`src/hw/rtl/ssmg_pkg.sv`:
```
// ----------------------------------------------------------------------------
// ssmg_pkg
// Shared constants, operation codes and the command and status bundles that
// join the controller and the datapath of the sorted set minimum gap tracker.
// ----------------------------------------------------------------------------
package ssmg_pkg;

  // Default sizing of the block.
  localparam int unsigned CAPACITY_DEF   = 64;
  localparam int unsigned VALUE_BITS_DEF = 32;

  // Fixed widths of the channel fields.
  localparam int unsigned FUNC_W  = 1;
  localparam int unsigned VALUE_W = 32;
  localparam int unsigned GAP_W   = 32;
  localparam int unsigned POS_W   = 6;
  localparam int unsigned COUNT_W = 7;

  // Operation codes carried in the func field.
  localparam logic [FUNC_W-1:0] FUNC_INSERT = 1'b0;
  localparam logic [FUNC_W-1:0] FUNC_REMOVE = 1'b1;

  // One step of work that the controller asks of the datapath.
  typedef struct packed {
    logic load;       // capture a new input beat
    logic rd;         // read the store at the walk index
    logic ins_ev;     // insert: compare read entry, shift it up or place value
    logic ins_place;  // insert: place value at slot zero
    logic ins_gapl;   // insert: bump count, check the left gap
    logic ins_gapr;   // insert: check the right gap
    logic rem_ev;     // remove: match, shift down and rescan survivors
    logic rem_fin;    // remove: commit count and minimum gap
    logic emit;       // load the result register
  } cmd_t;

  // Conditions that steer the controller.
  typedef struct packed {
    logic full;       // table holds CAPACITY entries
    logic empty;      // table holds nothing
    logic ge;         // read entry is not smaller than the operand
    logic idx_zero;   // walk index is at slot zero
    logic idx_last;   // walk index is at the last held entry
    logic out_busy;   // result register holds a beat that is not taken
  } status_t;

endpackage

```
`src/hw/rtl/ssmg_chan_if.sv`:
```
// ----------------------------------------------------------------------------
// ssmg channel interfaces
// Valid/ready channels for operation beats into the tracker and result beats
// out of it.
// ----------------------------------------------------------------------------
interface ssmg_in_if;
  logic                                valid;
  logic                                ready;
  logic        [ssmg_pkg::FUNC_W-1:0]  func;
  logic signed [ssmg_pkg::VALUE_W-1:0] value;

  modport source (output valid, output func, output value, input ready);
  modport sink   (input valid, input func, input value, output ready);
endinterface

interface ssmg_out_if;
  logic                          valid;
  logic                          ready;
  logic                          done_ok;
  logic                          table_full;
  logic                          gap_valid;
  logic [ssmg_pkg::GAP_W-1:0]    min_gap;
  logic [ssmg_pkg::POS_W-1:0]    gap_position;
  logic [ssmg_pkg::COUNT_W-1:0]  entry_count;

  modport source (output valid, output done_ok, output table_full, output gap_valid,
                  output min_gap, output gap_position, output entry_count,
                  input ready);
  modport sink   (input valid, input done_ok, input table_full, input gap_valid,
                  input min_gap, input gap_position, input entry_count,
                  output ready);
endinterface

```
`src/hw/rtl/ssmg_ram.sv`:
```
// ----------------------------------------------------------------------------
// ssmg_ram
// Generic single write port, single read port RAM with registered read data.
// ----------------------------------------------------------------------------
module ssmg_ram #(
  parameter int unsigned WIDTH = 32,
  parameter int unsigned DEPTH = 64
) (
  input  logic                     clk_i,
  input  logic                     we_i,
  input  logic [$clog2(DEPTH)-1:0] waddr_i,
  input  logic [WIDTH-1:0]         wdata_i,
  input  logic                     re_i,
  input  logic [$clog2(DEPTH)-1:0] raddr_i,
  output logic [WIDTH-1:0]         rdata_o
);

  logic [WIDTH-1:0] mem_q [DEPTH];
  logic [WIDTH-1:0] rdata_q;

  always_ff @(posedge clk_i) begin
    if (we_i) begin
      mem_q[waddr_i] <= wdata_i;
    end
    if (re_i) begin
      rdata_q <= mem_q[raddr_i];
    end
  end

  assign rdata_o = rdata_q;

endmodule

```
`src/hw/rtl/ssmg_ctrl.sv`:
```
// ----------------------------------------------------------------------------
// ssmg_ctrl
// Sequencer of the tracker: walks the store entry by entry, a read state then an
// evaluate state for each, for an insert or a remove and then commits the result.
// ----------------------------------------------------------------------------
module ssmg_ctrl (
  input  logic                          clk_i,
  input  logic                          rst_ni,
  input  logic                          in_valid_i,
  input  logic [ssmg_pkg::FUNC_W-1:0]   in_func_i,
  output logic                          in_ready_o,
  input  ssmg_pkg::status_t             status_i,
  output ssmg_pkg::cmd_t                cmd_o
);

  localparam logic [3:0] S_IDLE      = 4'd0;
  localparam logic [3:0] S_INS_RD    = 4'd1;
  localparam logic [3:0] S_INS_EV    = 4'd2;
  localparam logic [3:0] S_INS_PLACE = 4'd3;
  localparam logic [3:0] S_INS_GAPL  = 4'd4;
  localparam logic [3:0] S_INS_GAPR  = 4'd5;
  localparam logic [3:0] S_REM_RD    = 4'd6;
  localparam logic [3:0] S_REM_EV    = 4'd7;
  localparam logic [3:0] S_REM_FIN   = 4'd8;
  localparam logic [3:0] S_RESULT    = 4'd9;

  logic [3:0] state_q, state_d;

  always_comb begin
    state_d    = state_q;
    cmd_o      = '0;
    in_ready_o = 1'b0;
    case (state_q)
      S_IDLE: begin
        in_ready_o = 1'b1;
        if (in_valid_i) begin
          cmd_o.load = 1'b1;
          if (in_func_i == ssmg_pkg::FUNC_INSERT) begin
            if (status_i.full) begin
              state_d = S_RESULT;
            end else if (status_i.empty) begin
              state_d = S_INS_PLACE;
            end else begin
              state_d = S_INS_RD;
            end
          end else if (status_i.empty) begin
            state_d = S_RESULT;
          end else begin
            state_d = S_REM_RD;
          end
        end
      end
      S_INS_RD: begin
        cmd_o.rd = 1'b1;
        state_d  = S_INS_EV;
      end
      S_INS_EV: begin
        cmd_o.ins_ev = 1'b1;
        if (!status_i.ge) begin
          state_d = S_INS_GAPL;
        end else if (status_i.idx_zero) begin
          state_d = S_INS_PLACE;
        end else begin
          state_d = S_INS_RD;
        end
      end
      S_INS_PLACE: begin
        cmd_o.ins_place = 1'b1;
        state_d         = S_INS_GAPL;
      end
      S_INS_GAPL: begin
        cmd_o.ins_gapl = 1'b1;
        state_d        = S_INS_GAPR;
      end
      S_INS_GAPR: begin
        cmd_o.ins_gapr = 1'b1;
        state_d        = S_RESULT;
      end
      S_REM_RD: begin
        cmd_o.rd = 1'b1;
        state_d  = S_REM_EV;
      end
      S_REM_EV: begin
        cmd_o.rem_ev = 1'b1;
        if (status_i.idx_last) begin
          state_d = S_REM_FIN;
        end else begin
          state_d = S_REM_RD;
        end
      end
      S_REM_FIN: begin
        cmd_o.rem_fin = 1'b1;
        state_d       = S_RESULT;
      end
      S_RESULT: begin
        if (!status_i.out_busy) begin
          cmd_o.emit = 1'b1;
          state_d    = S_IDLE;
        end
      end
      default: begin
        state_d = S_IDLE;
      end
    endcase
  end

  always_ff @(posedge clk_i or negedge rst_ni) begin
    if (!rst_ni) begin
      state_q <= S_IDLE;
    end else begin
      state_q <= state_d;
    end
  end

endmodule

```
`src/hw/rtl/ssmg_dp.sv`:
```
// ----------------------------------------------------------------------------
// ssmg_dp
// Datapath of the tracker: the sorted store, the walk index, the neighbor
// registers, the running rescan and the tracked minimum gap.
// ----------------------------------------------------------------------------
module ssmg_dp #(
  parameter int unsigned CAPACITY   = ssmg_pkg::CAPACITY_DEF,
  parameter int unsigned VALUE_BITS = ssmg_pkg::VALUE_BITS_DEF
) (
  input  logic                          clk_i,
  input  logic                          rst_ni,
  input  ssmg_pkg::cmd_t                cmd_i,
  output ssmg_pkg::status_t             status_o,
  input  logic [ssmg_pkg::FUNC_W-1:0]   in_func_i,
  input  logic [ssmg_pkg::VALUE_W-1:0]  in_value_i,
  input  logic                          out_ready_i,
  output logic                          out_valid_o,
  output logic                          out_done_ok_o,
  output logic                          out_table_full_o,
  output logic                          out_gap_valid_o,
  output logic [ssmg_pkg::GAP_W-1:0]    out_min_gap_o,
  output logic [ssmg_pkg::POS_W-1:0]    out_gap_position_o,
  output logic [ssmg_pkg::COUNT_W-1:0]  out_entry_count_o
);

  localparam int unsigned VW = VALUE_BITS;
  localparam int unsigned AW = $clog2(CAPACITY);
  localparam int unsigned IW = $clog2(CAPACITY + 1);

  // Store interface.
  logic          ram_we;
  logic [AW-1:0] ram_waddr;
  logic [VW-1:0] ram_wdata;
  logic          ram_re;
  logic [VW-1:0] ram_rdata;

  // Control registers.
  logic [IW-1:0] count_q, count_d;
  logic          best_valid_q, best_valid_d;
  logic [VW-1:0] best_gap_q, best_gap_d;
  logic [AW-1:0] best_pos_q, best_pos_d;
  logic          found_q, found_d;
  logic          has_left_q, has_left_d;
  logic          has_right_q, has_right_d;
  logic          have_prev_q, have_prev_d;
  logic          scan_valid_q, scan_valid_d;
  logic          ok_q, ok_d;
  logic          full_q, full_d;
  logic          out_valid_q, out_valid_d;

  // Payload registers.
  logic [VW-1:0] v_q, v_d;
  logic [IW-1:0] idx_q, idx_d;
  logic [AW-1:0] p_q, p_d;
  logic [VW-1:0] left_q, left_d;
  logic [VW-1:0] right_q, right_d;
  logic [VW-1:0] prev_q, prev_d;
  logic [VW-1:0] scan_gap_q, scan_gap_d;
  logic [AW-1:0] scan_pos_q, scan_pos_d;
  logic                         o_done_ok_q, o_done_ok_d;
  logic                         o_full_q, o_full_d;
  logic                         o_gap_valid_q, o_gap_valid_d;
  logic [ssmg_pkg::GAP_W-1:0]   o_gap_q, o_gap_d;
  logic [ssmg_pkg::POS_W-1:0]   o_pos_q, o_pos_d;
  logic [ssmg_pkg::COUNT_W-1:0] o_count_q, o_count_d;

  // Shared arithmetic.
  logic [VW-1:0] in_raw;
  logic [VW-1:0] in_offset;
  logic [IW-1:0] idx_inc;
  logic [IW-1:0] idx_dec;
  logic [IW-1:0] n_ins;
  logic [VW-1:0] g_left;
  logic [VW-1:0] g_right;
  logic [VW-1:0] g_scan;
  logic [AW:0]   best_pos_inc;
  logic          hit;

  // Values are held in offset binary so that unsigned order is signed order.
  assign in_raw       = VW'(in_value_i);
  assign in_offset    = {~in_raw[VW-1], in_raw[VW-2:0]};
  assign idx_inc      = idx_q + IW'(1);
  assign idx_dec      = idx_q - IW'(1);
  assign n_ins        = count_q + IW'(1);
  assign g_left       = v_q - left_q;
  assign g_right      = right_q - v_q;
  assign g_scan       = ram_rdata - prev_q;
  assign best_pos_inc = {1'b0, best_pos_q} + (AW+1)'(1);
  assign hit          = !found_q && (ram_rdata == v_q);

  assign status_o.full     = (count_q == IW'(CAPACITY));
  assign status_o.empty    = (count_q == '0);
  assign status_o.ge       = (ram_rdata >= v_q);
  assign status_o.idx_zero = (idx_q == '0);
  assign status_o.idx_last = (idx_inc == count_q);
  assign status_o.out_busy = out_valid_q && !out_ready_i;

  always_comb begin
    ram_we        = 1'b0;
    ram_waddr     = idx_inc[AW-1:0];
    ram_wdata     = v_q;
    ram_re        = cmd_i.rd;

    count_d       = count_q;
    best_valid_d  = best_valid_q;
    best_gap_d    = best_gap_q;
    best_pos_d    = best_pos_q;
    found_d       = found_q;
    has_left_d    = has_left_q;
    has_right_d   = has_right_q;
    have_prev_d   = have_prev_q;
    scan_valid_d  = scan_valid_q;
    ok_d          = ok_q;
    full_d        = full_q;
    out_valid_d   = out_valid_q && !out_ready_i;

    v_d           = v_q;
    idx_d         = idx_q;
    p_d           = p_q;
    left_d        = left_q;
    right_d       = right_q;
    prev_d        = prev_q;
    scan_gap_d    = scan_gap_q;
    scan_pos_d    = scan_pos_q;
    o_done_ok_d   = o_done_ok_q;
    o_full_d      = o_full_q;
    o_gap_valid_d = o_gap_valid_q;
    o_gap_d       = o_gap_q;
    o_pos_d       = o_pos_q;
    o_count_d     = o_count_q;

    if (cmd_i.load) begin
      v_d          = in_offset;
      p_d          = '0;
      found_d      = 1'b0;
      has_left_d   = 1'b0;
      has_right_d  = 1'b0;
      have_prev_d  = 1'b0;
      scan_valid_d = 1'b0;
      ok_d         = 1'b0;
      if (in_func_i == ssmg_pkg::FUNC_REMOVE) begin
        idx_d  = '0;
        full_d = 1'b0;
      end else begin
        // The insert walks down from the top entry.
        idx_d  = count_q - IW'(1);
        full_d = status_o.full;
      end
    end

    if (cmd_i.ins_ev) begin
      ram_we    = 1'b1;
      ram_waddr = idx_inc[AW-1:0];
      if (status_o.ge) begin
        ram_wdata   = ram_rdata;
        right_d     = ram_rdata;
        has_right_d = 1'b1;
        if (status_o.idx_zero) begin
          p_d = '0;
        end else begin
          idx_d = idx_dec;
        end
      end else begin
        ram_wdata  = v_q;
        p_d        = idx_inc[AW-1:0];
        left_d     = ram_rdata;
        has_left_d = 1'b1;
      end
    end

    if (cmd_i.ins_place) begin
      ram_we    = 1'b1;
      ram_waddr = p_q;
      ram_wdata = v_q;
    end

    if (cmd_i.ins_gapl) begin
      count_d = n_ins;
      ok_d    = 1'b1;
      if (n_ins == IW'(2)) begin
        best_valid_d = 1'b1;
        best_gap_d   = has_left_q ? g_left : g_right;
        best_pos_d   = '0;
      end else if (n_ins > IW'(2)) begin
        // The tracked pair moves up when the new entry lands at or below it.
        if (has_left_q && (g_left < best_gap_q)) begin
          best_gap_d = g_left;
          best_pos_d = p_q - AW'(1);
        end else if (p_q <= best_pos_q) begin
          best_pos_d = best_pos_inc[AW-1:0];
        end
      end
    end

    if (cmd_i.ins_gapr) begin
      if ((count_q > IW'(2)) && has_right_q && (g_right < best_gap_q)) begin
        best_gap_d = g_right;
        best_pos_d = p_q;
      end
    end

    if (cmd_i.rem_ev) begin
      idx_d = idx_inc;
      if (hit) begin
        found_d = 1'b1;
        p_d     = idx_q[AW-1:0];
      end else begin
        if (found_q) begin
          ram_we    = 1'b1;
          ram_waddr = idx_dec[AW-1:0];
          ram_wdata = ram_rdata;
        end
        // Leftmost minimum over the entries that survive the removal.
        if (have_prev_q && (!scan_valid_q || (g_scan < scan_gap_q))) begin
          scan_valid_d = 1'b1;
          scan_gap_d   = g_scan;
          scan_pos_d   = found_q ? AW'(idx_q - IW'(2)) : idx_dec[AW-1:0];
        end
        prev_d      = ram_rdata;
        have_prev_d = 1'b1;
      end
    end

    if (cmd_i.rem_fin && found_q) begin
      count_d = count_q - IW'(1);
      ok_d    = 1'b1;
      if (count_q < IW'(3)) begin
        best_valid_d = 1'b0;
        best_gap_d   = '0;
        best_pos_d   = '0;
      end else if ((p_q == best_pos_q) || ({1'b0, p_q} == best_pos_inc)) begin
        best_valid_d = scan_valid_q;
        best_gap_d   = scan_gap_q;
        best_pos_d   = scan_pos_q;
      end else if (p_q < best_pos_q) begin
        best_pos_d = best_pos_q - AW'(1);
      end
    end

    if (cmd_i.emit) begin
      out_valid_d   = 1'b1;
      o_done_ok_d   = ok_q;
      o_full_d      = full_q;
      o_gap_valid_d = best_valid_q;
      o_gap_d       = best_valid_q ? ssmg_pkg::GAP_W'(best_gap_q) : '0;
      o_pos_d       = best_valid_q ? ssmg_pkg::POS_W'(best_pos_q) : '0;
      o_count_d     = ssmg_pkg::COUNT_W'(count_q);
    end
  end

  always_ff @(posedge clk_i or negedge rst_ni) begin
    if (!rst_ni) begin
      count_q      <= '0;
      best_valid_q <= 1'b0;
      best_gap_q   <= '0;
      best_pos_q   <= '0;
      found_q      <= 1'b0;
      has_left_q   <= 1'b0;
      has_right_q  <= 1'b0;
      have_prev_q  <= 1'b0;
      scan_valid_q <= 1'b0;
      ok_q         <= 1'b0;
      full_q       <= 1'b0;
      out_valid_q  <= 1'b0;
    end else begin
      count_q      <= count_d;
      best_valid_q <= best_valid_d;
      best_gap_q   <= best_gap_d;
      best_pos_q   <= best_pos_d;
      found_q      <= found_d;
      has_left_q   <= has_left_d;
      has_right_q  <= has_right_d;
      have_prev_q  <= have_prev_d;
      scan_valid_q <= scan_valid_d;
      ok_q         <= ok_d;
      full_q       <= full_d;
      out_valid_q  <= out_valid_d;
    end
  end

  always_ff @(posedge clk_i) begin
    v_q           <= v_d;
    idx_q         <= idx_d;
    p_q           <= p_d;
    left_q        <= left_d;
    right_q       <= right_d;
    prev_q        <= prev_d;
    scan_gap_q    <= scan_gap_d;
    scan_pos_q    <= scan_pos_d;
    o_done_ok_q   <= o_done_ok_d;
    o_full_q      <= o_full_d;
    o_gap_valid_q <= o_gap_valid_d;
    o_gap_q       <= o_gap_d;
    o_pos_q       <= o_pos_d;
    o_count_q     <= o_count_d;
  end

  ssmg_ram #(
    .WIDTH (VW),
    .DEPTH (CAPACITY)
  ) u_store (
    .clk_i   (clk_i),
    .we_i    (ram_we),
    .waddr_i (ram_waddr),
    .wdata_i (ram_wdata),
    .re_i    (ram_re),
    .raddr_i (idx_q[AW-1:0]),
    .rdata_o (ram_rdata)
  );

  assign out_valid_o        = out_valid_q;
  assign out_done_ok_o      = o_done_ok_q;
  assign out_table_full_o   = o_full_q;
  assign out_gap_valid_o    = o_gap_valid_q;
  assign out_min_gap_o      = o_gap_q;
  assign out_gap_position_o = o_pos_q;
  assign out_entry_count_o  = o_count_q;

endmodule

```
`src/hw/rtl/sorted_set_min_gap_tracker.sv`:
```
// ----------------------------------------------------------------------------
// sorted_set_min_gap_tracker
// Sorted multiset of signed values with the smallest neighbor gap tracked.
// ----------------------------------------------------------------------------
// Work per operation: an insert reads and compares each held entry not smaller
//   than the value, then checks both new gaps; a remove walks every held entry
//   and then commits; a refused insert or a remove on an empty table goes
//   straight to the result. A result still waiting holds back the next one.
// Throughput: one operation at a time, set by the read-compare-write walk over
//   the store with one write and one read port. Reset: count and
//   minimum gap clear at once; the store is not cleared.
module sorted_set_min_gap_tracker #(
  parameter int unsigned CAPACITY   = ssmg_pkg::CAPACITY_DEF,
  parameter int unsigned VALUE_BITS = ssmg_pkg::VALUE_BITS_DEF
) (
  input  logic            clk_i,
  input  logic            rst_ni,
  ssmg_in_if.sink         in_i,
  ssmg_out_if.source      out_o
);

  // The controller walks the store; the datapath holds every value and
  // counter. They talk only through the command and status bundles.
  //
  // Insert: the walk starts at the top entry and moves down. Each entry not
  // smaller than the operand is copied one slot up, so the search and the
  // shift share one pass. The first smaller entry, or slot zero, fixes the
  // insert point, and the two neighbors seen on the way give the two new
  // gaps, which are then checked in the GAPL and GAPR states (left first, strict
  // improvement only).
  //
  // Remove: the walk goes up from slot zero. The first equal entry is
  // dropped and every later entry moves one slot down. The same pass keeps a
  // running leftmost minimum over the surviving entries, so when the removed
  // entry was part of the tracked pair the recomputed minimum is ready with
  // no second pass.
  //
  // Results land in an output register, so the next operation can start
  // while a result beat still waits to be taken.

  ssmg_pkg::cmd_t    cmd;
  ssmg_pkg::status_t status;

  ssmg_ctrl u_ctrl (
    .clk_i      (clk_i),
    .rst_ni     (rst_ni),
    .in_valid_i (in_i.valid),
    .in_func_i  (in_i.func),
    .in_ready_o (in_i.ready),
    .status_i   (status),
    .cmd_o      (cmd)
  );

  ssmg_dp #(
    .CAPACITY   (CAPACITY),
    .VALUE_BITS (VALUE_BITS)
  ) u_dp (
    .clk_i              (clk_i),
    .rst_ni             (rst_ni),
    .cmd_i              (cmd),
    .status_o           (status),
    .in_func_i          (in_i.func),
    .in_value_i         (in_i.value),
    .out_ready_i        (out_o.ready),
    .out_valid_o        (out_o.valid),
    .out_done_ok_o      (out_o.done_ok),
    .out_table_full_o   (out_o.table_full),
    .out_gap_valid_o    (out_o.gap_valid),
    .out_min_gap_o      (out_o.min_gap),
    .out_gap_position_o (out_o.gap_position),
    .out_entry_count_o  (out_o.entry_count)
  );

  // Once a beat is taken, ready is low in the cycle after.
  a_busy_after_accept : assert property (@(posedge clk_i) disable iff (!rst_ni)
    in_i.valid && in_i.ready |=> !in_i.ready)
    else $error("input accepted twice in a row");

  // A refused insert never reports success.
  a_full_not_ok : assert property (@(posedge clk_i) disable iff (!rst_ni)
    out_o.valid && out_o.table_full |-> !out_o.done_ok)
    else $error("refused insert reported as done");

  // Without a gap the gap fields read zero.
  a_gap_zero : assert property (@(posedge clk_i) disable iff (!rst_ni)
    out_o.valid && !out_o.gap_valid |-> (out_o.min_gap == '0) && (out_o.gap_position == '0))
    else $error("gap fields set without a valid gap");

  // A new result is only loaded when the previous one is gone or leaving.
  a_emit_free : assert property (@(posedge clk_i) disable iff (!rst_ni)
    cmd.emit |-> !(out_o.valid && !out_o.ready))
    else $error("result register overwritten");

endmodule

```
`src/flat_wrapper.sv`:
```
// flat-port wrapper written by rule: the top's interface ports become plain ports
module sorted_set_min_gap_tracker_flat 
#(
  parameter int unsigned CAPACITY   = ssmg_pkg::CAPACITY_DEF,
  parameter int unsigned VALUE_BITS = ssmg_pkg::VALUE_BITS_DEF
)
  (clk_i, rst_ni, in_i_valid, in_i_func, in_i_value, in_i_ready, out_o_valid, out_o_done_ok, out_o_table_full, out_o_gap_valid, out_o_min_gap, out_o_gap_position, out_o_entry_count, out_o_ready);
  ssmg_in_if in_i_i ();
  ssmg_out_if out_o_i ();
  input  logic clk_i;
  input  logic rst_ni;
  input wire logic [$bits(in_i_i.valid)-1:0] in_i_valid;
  input wire logic [$bits(in_i_i.func)-1:0] in_i_func;
  input wire logic [$bits(in_i_i.value)-1:0] in_i_value;
  output wire logic [$bits(in_i_i.ready)-1:0] in_i_ready;
  output wire logic [$bits(out_o_i.valid)-1:0] out_o_valid;
  output wire logic [$bits(out_o_i.done_ok)-1:0] out_o_done_ok;
  output wire logic [$bits(out_o_i.table_full)-1:0] out_o_table_full;
  output wire logic [$bits(out_o_i.gap_valid)-1:0] out_o_gap_valid;
  output wire logic [$bits(out_o_i.min_gap)-1:0] out_o_min_gap;
  output wire logic [$bits(out_o_i.gap_position)-1:0] out_o_gap_position;
  output wire logic [$bits(out_o_i.entry_count)-1:0] out_o_entry_count;
  input wire logic [$bits(out_o_i.ready)-1:0] out_o_ready;
  assign in_i_i.valid = in_i_valid;
  assign in_i_i.func = in_i_func;
  assign in_i_i.value = in_i_value;
  assign in_i_ready = in_i_i.ready;
  assign out_o_valid = out_o_i.valid;
  assign out_o_done_ok = out_o_i.done_ok;
  assign out_o_table_full = out_o_i.table_full;
  assign out_o_gap_valid = out_o_i.gap_valid;
  assign out_o_min_gap = out_o_i.min_gap;
  assign out_o_gap_position = out_o_i.gap_position;
  assign out_o_entry_count = out_o_i.entry_count;
  assign out_o_i.ready = out_o_ready;
  sorted_set_min_gap_tracker #(.CAPACITY(CAPACITY), .VALUE_BITS(VALUE_BITS)) u_core (.clk_i(clk_i), .rst_ni(rst_ni), .in_i(in_i_i), .out_o(out_o_i));
endmodule
```
`config.mk`:
```
export PLATFORM = sky130hd
export DESIGN_NAME = sorted_set_min_gap_tracker_flat
export DESIGN_NICKNAME = d
export VERILOG_FILES = /design/src/hw/rtl/ssmg_pkg.sv /design/src/hw/rtl/ssmg_chan_if.sv /design/src/hw/rtl/ssmg_ram.sv /design/src/hw/rtl/ssmg_ctrl.sv /design/src/hw/rtl/ssmg_dp.sv /design/src/hw/rtl/sorted_set_min_gap_tracker.sv /design/src/flat_wrapper.sv
export SDC_FILE = /design/constraint.sdc
export NUM_CORES = 2
export LEC_CHECK = 0
export BUFFER_PORTS_ARGS = -buffer_cell sky130_fd_sc_hd__buf_2
export CORE_ASPECT_RATIO = 1.5
export CORE_MARGIN = 2
export CORE_UTILIZATION = 25
export CTS_BUF_LIST = sky130_fd_sc_hd__clkbuf_16
export DETAILED_ROUTE_END_ITERATION = 16
export GPL_ROUTABILITY_DRIVEN = 0
export GPL_TIMING_DRIVEN = 0
export SLEW_MARGIN = 20
export SYNTH_ARGS = -nofsm -noshare
export SYNTH_HDL_FRONTEND = slang
export SYNTH_SLANG_ARGS = --single-unit
export TNS_END_PERCENT = 5
```
`constraint.sdc`:
```
create_clock -name clk_i -period 6.96 [get_ports clk_i]
set_input_delay 2.088 -clock clk_i [delete_from_list [all_inputs] [get_ports clk_i]]
set_output_delay 2.088 -clock clk_i [all_outputs]
set_load 0.03 [all_outputs]
```
==> summary.md <==
| Metric | Value |
|---|---|
| Fmax | `141 MHz` |
| Dpl hpwl | `221000 um` |
| Commonest cells after routing, fill and taps aside | `edfxtp_1 (2294), mux4_2 (542), inv_1 (245), ha_1 (236), nor2_1 (232)` |
| Final Cycle Share | `1.02` |
| Layout Skew | `0.0614 ns` |
| Starting Density | `0.250` |
| Total power | `50.7 mW` |
| CP Class | `reg -> reg` |
| Violated checks | `negative setup slack` |
| Final worst setup slack | `-0.121 ns` |
| Setup violators final | `172` |
| Die height | `777 um` |
| Mean routed wirelength per cell | `26.5 um` |
| Fin cells | `11500` |
| Max_slew headroom | `0.196` |
| Clk Latency, worst-skew pair | `0.91 ns` |
| Post-synth EDFFs | `2294` |
| Post-synthesis sequential area ratio | `0.708` |
| Core ar. | `398000 um^2` |
| Via count | `55900` |
| Power Density | `427 nW/um^2` |
| Status | `finished with violations` |
| Initial antenna violation count | `16` |
| WHS | `0.456 ns` |
| Final Max Tran Viols | `0` |
| Hold-fix buffers, CTS | `0` |
| Cell Area, Placed | `112000 um^2` |
| Crit path capture type | `flip-flop` |
| Global-route wire length before repair | `427000 um` |
| Share of cells above drive strength 1 | `0.225` |
| Routed wire length | `306000 um` |
| Post-route DRC | `0` |
| Avg Cell Area, Syn | `18.0 um^2` |
| Cell Count Post-Placement | `11100` |
| Worst-Margin Slew | `1.21 ns` |
| Synthesized Nets | `5804` |
| Die width | `520 um` |
| Layout area overhead | `19.1%` |
| Commonest non-fill, non-tap cell in the layout | `edfxtp_1` |
| Cells after Synth | `5528` |
| #FFs+latches synth | `2365` |
| CTS Sinks | `2365` |
| Vias in the first global route | `57200` |
| Fin. Hold Viols | `0` |
| Via density | `4.85` |
| Clk slew on worst S/H paths | `0.07 ns` |
| Worst VDD drop | `0.314 mV` |
| Post-route ant nets | `0` |
| DRC marker count from the first detailed-route iteration | `5882` |
| Root Buffer Master | `clkbuf_16` |
| # rows | `284` |
| Maxcap violations | `0` |
| CTS HTree Levels | `4` |
| Hold crit path type | `reg -> reg` |
| Worst setup SP type | `flip-flop` |
| YS warnings | `0` |
| Asr flop ratio synth | `0.0245` |
| Gr usage total | `0.147` |
| IO Pins | `87` |
| CP Data Arrival Time | `7.63 ns` |
| Post-layout nets | `6304` |
| Top-area cell type share of the netlist area | `0.691` |
| Post-synthesis cell type count | `94` |
| Post-route minimum period | `7.08 ns` |
| Synth Flop Type | `edfxtp_1` |
| Worst-case clock buffer depth | `4` |
| Largest area contributor in the synthesized netlist | `edfxtp_1` |
| Die ar. | `404000 um^2` |
| Largest net degree at the start of global routing | `47` |
| Most area-consuming cells after synthesis | `edfxtp_1 (69%), mux4_2 (12%), ha_1 (3.0%)` |
| CTS tree | `done` |
| Number of port buffers | `85` |
| Drt first pass iters | `12` |
| Total gr overflow | `0` |
| Fin area | `119000 um^2` |
| Clock buffer count from CTS | `213` |
| Synth Cell Area | `99700 um^2` |
| Pre-CTS setup slack | `-0.302 ns` |
| Crit-path max FO | `20` |
| Setup repair after global routing missed its margin | `yes` |
| WP data required | `7.51 ns` |
| Leak | `38.8 nW` |
## layout make-up
type	instances	area, um^2
Inverter	202	758
Antenna cell	34	85.1
Buffer	270	1210
Multi-Input combinational cell	2691	28200
Fill cell	38700	279000
Clock inverter	166	1280
Sequential cell	2365	70600
Tap cell	5291	6620
Clock buffer	215	5380
Timing Repair Buffer	285	4560
## power by group
part           switching (mW)  total (mW)  internal (mW)
clock network            5.32        11.6           6.27
logic                    13.0        20.5           7.51
registers               0.568        18.5           18.0
total                    18.9        50.7           31.7
## state kept, by name (all words and copies together), names as in the netlist, 32 cells and up
signal / count
u_core.u_dp.best_gap_q: 32
u_core.u_dp.left_q: 32
u_core.u_dp.out_min_gap_o: 32
u_core.u_dp.prev_q: 32
u_core.u_dp.right_q: 32
u_core.u_dp.scan_gap_q: 32
u_core.u_dp.u_store.mem_q: 2048
u_core.u_dp.u_store.rdata_o: 32
u_core.u_dp.v_q: 32
## worst max-delay path: stages (launching register included)
cell      delay [ns]
dfxtp_1         0.74
buf_2           0.39
buf_2           0.40
buf_4           0.32
buf_4           0.31
buf_4           0.32
buf_2           0.44
inv_1           0.17
ha_1            0.22
clkbuf_1        0.19
a32o_1          0.26
o21ai_0         0.21
a21boi_0        0.71
nand2_1         0.77
nor2_4          0.88
buf_12          0.27
## Yosys cell counts, drive strengths merged (7+ instances only)
master,number
a32oi,7
o21ai,181
clkbuf,156
o21a,20
a2111oi,11
o21bai,9
mux2i,142
nor3,61
o22ai,64
a22oi,13
ha,236
a21oi,163
xnor2,79
a211oi,27
inv,201
nor2b,26
a221o,42
nor2,300
mux4,542
buf,114
nand3,54
or2,15
o31ai,12
o311ai,11
nand4,32
or3,8
o211ai,20
a21o,61
nand2b,19
nand2,220
a31oi,23
a31o,7
a221oi,24
edfxtp,2294
xor2,57
o221ai,36
mux2,10
nor4,12
and3,17
dfrtp,58
and4,9
dfxtp,13
and2,53
## metrics by stage
step	TNS (ns)	utilization
final	-6.33	0.298
after global routing	-14.69	0.298
after CTS	0	0.298
after detailed placement	-35.74	0.280
after global placement	-	0.268
after floorplan	0	-
## worst paths after layout
check / start / to / slack, ns / cells past startpoint
max in group asynchronous: rst_ni / u_core.u_dp.scan_valid_q / 5.29 / 2
worst max register to register: u_core.u_dp.idx_q[0] / u_core.u_dp.u_store.mem_q[18][2] / -0.12 / 15
worst min-delay path: u_core.u_dp.count_q[5] / u_core.u_dp.out_entry_count_o[5] / 0.46 / 0
min in group asynchronous: rst_ni / u_core.u_ctrl.state_q[1] / 1.06 / 1
worst max-delay path: u_core.u_dp.idx_q[0] / u_core.u_dp.u_store.mem_q[18][2] / -0.12 / 15
worst min register to register: u_core.u_dp.count_q[5] / u_core.u_dp.out_entry_count_o[5] / 0.46 / 0
## per-layer routing
metal | track usage | up-vias | routed length, um
li1 | - | 23400 | -
met1 | 0.148 | 29000 | 99200
met2 | 0.273 | 2674 | 162000
met3 | 0.0212 | 844 | 18300
met4 | 0.111 | 6 | 26400
met5 | 0 | - | 41
## logic make-up after synthesis
kind of cell / count (synthesis) / share of synthesized area
compound gates: 783 / 0.0534
xor+xnor: 136 / 0.0120
fa+ha+maj: 239 / 0.0302
buf+inv: 472 / 0.0194
flops: 2365 / 0.708
mux: 694 / 0.138
simple gates: 839 / 0.0389
## repair_timing
item / in CTS / in global routing
endpoints found under the setup margin: 271 / 348
setup buffers: 9 / 11
pin swaps: 3 / 12
gates resized for setup: 8 / 3
Power figures use the tool's default switching activity.
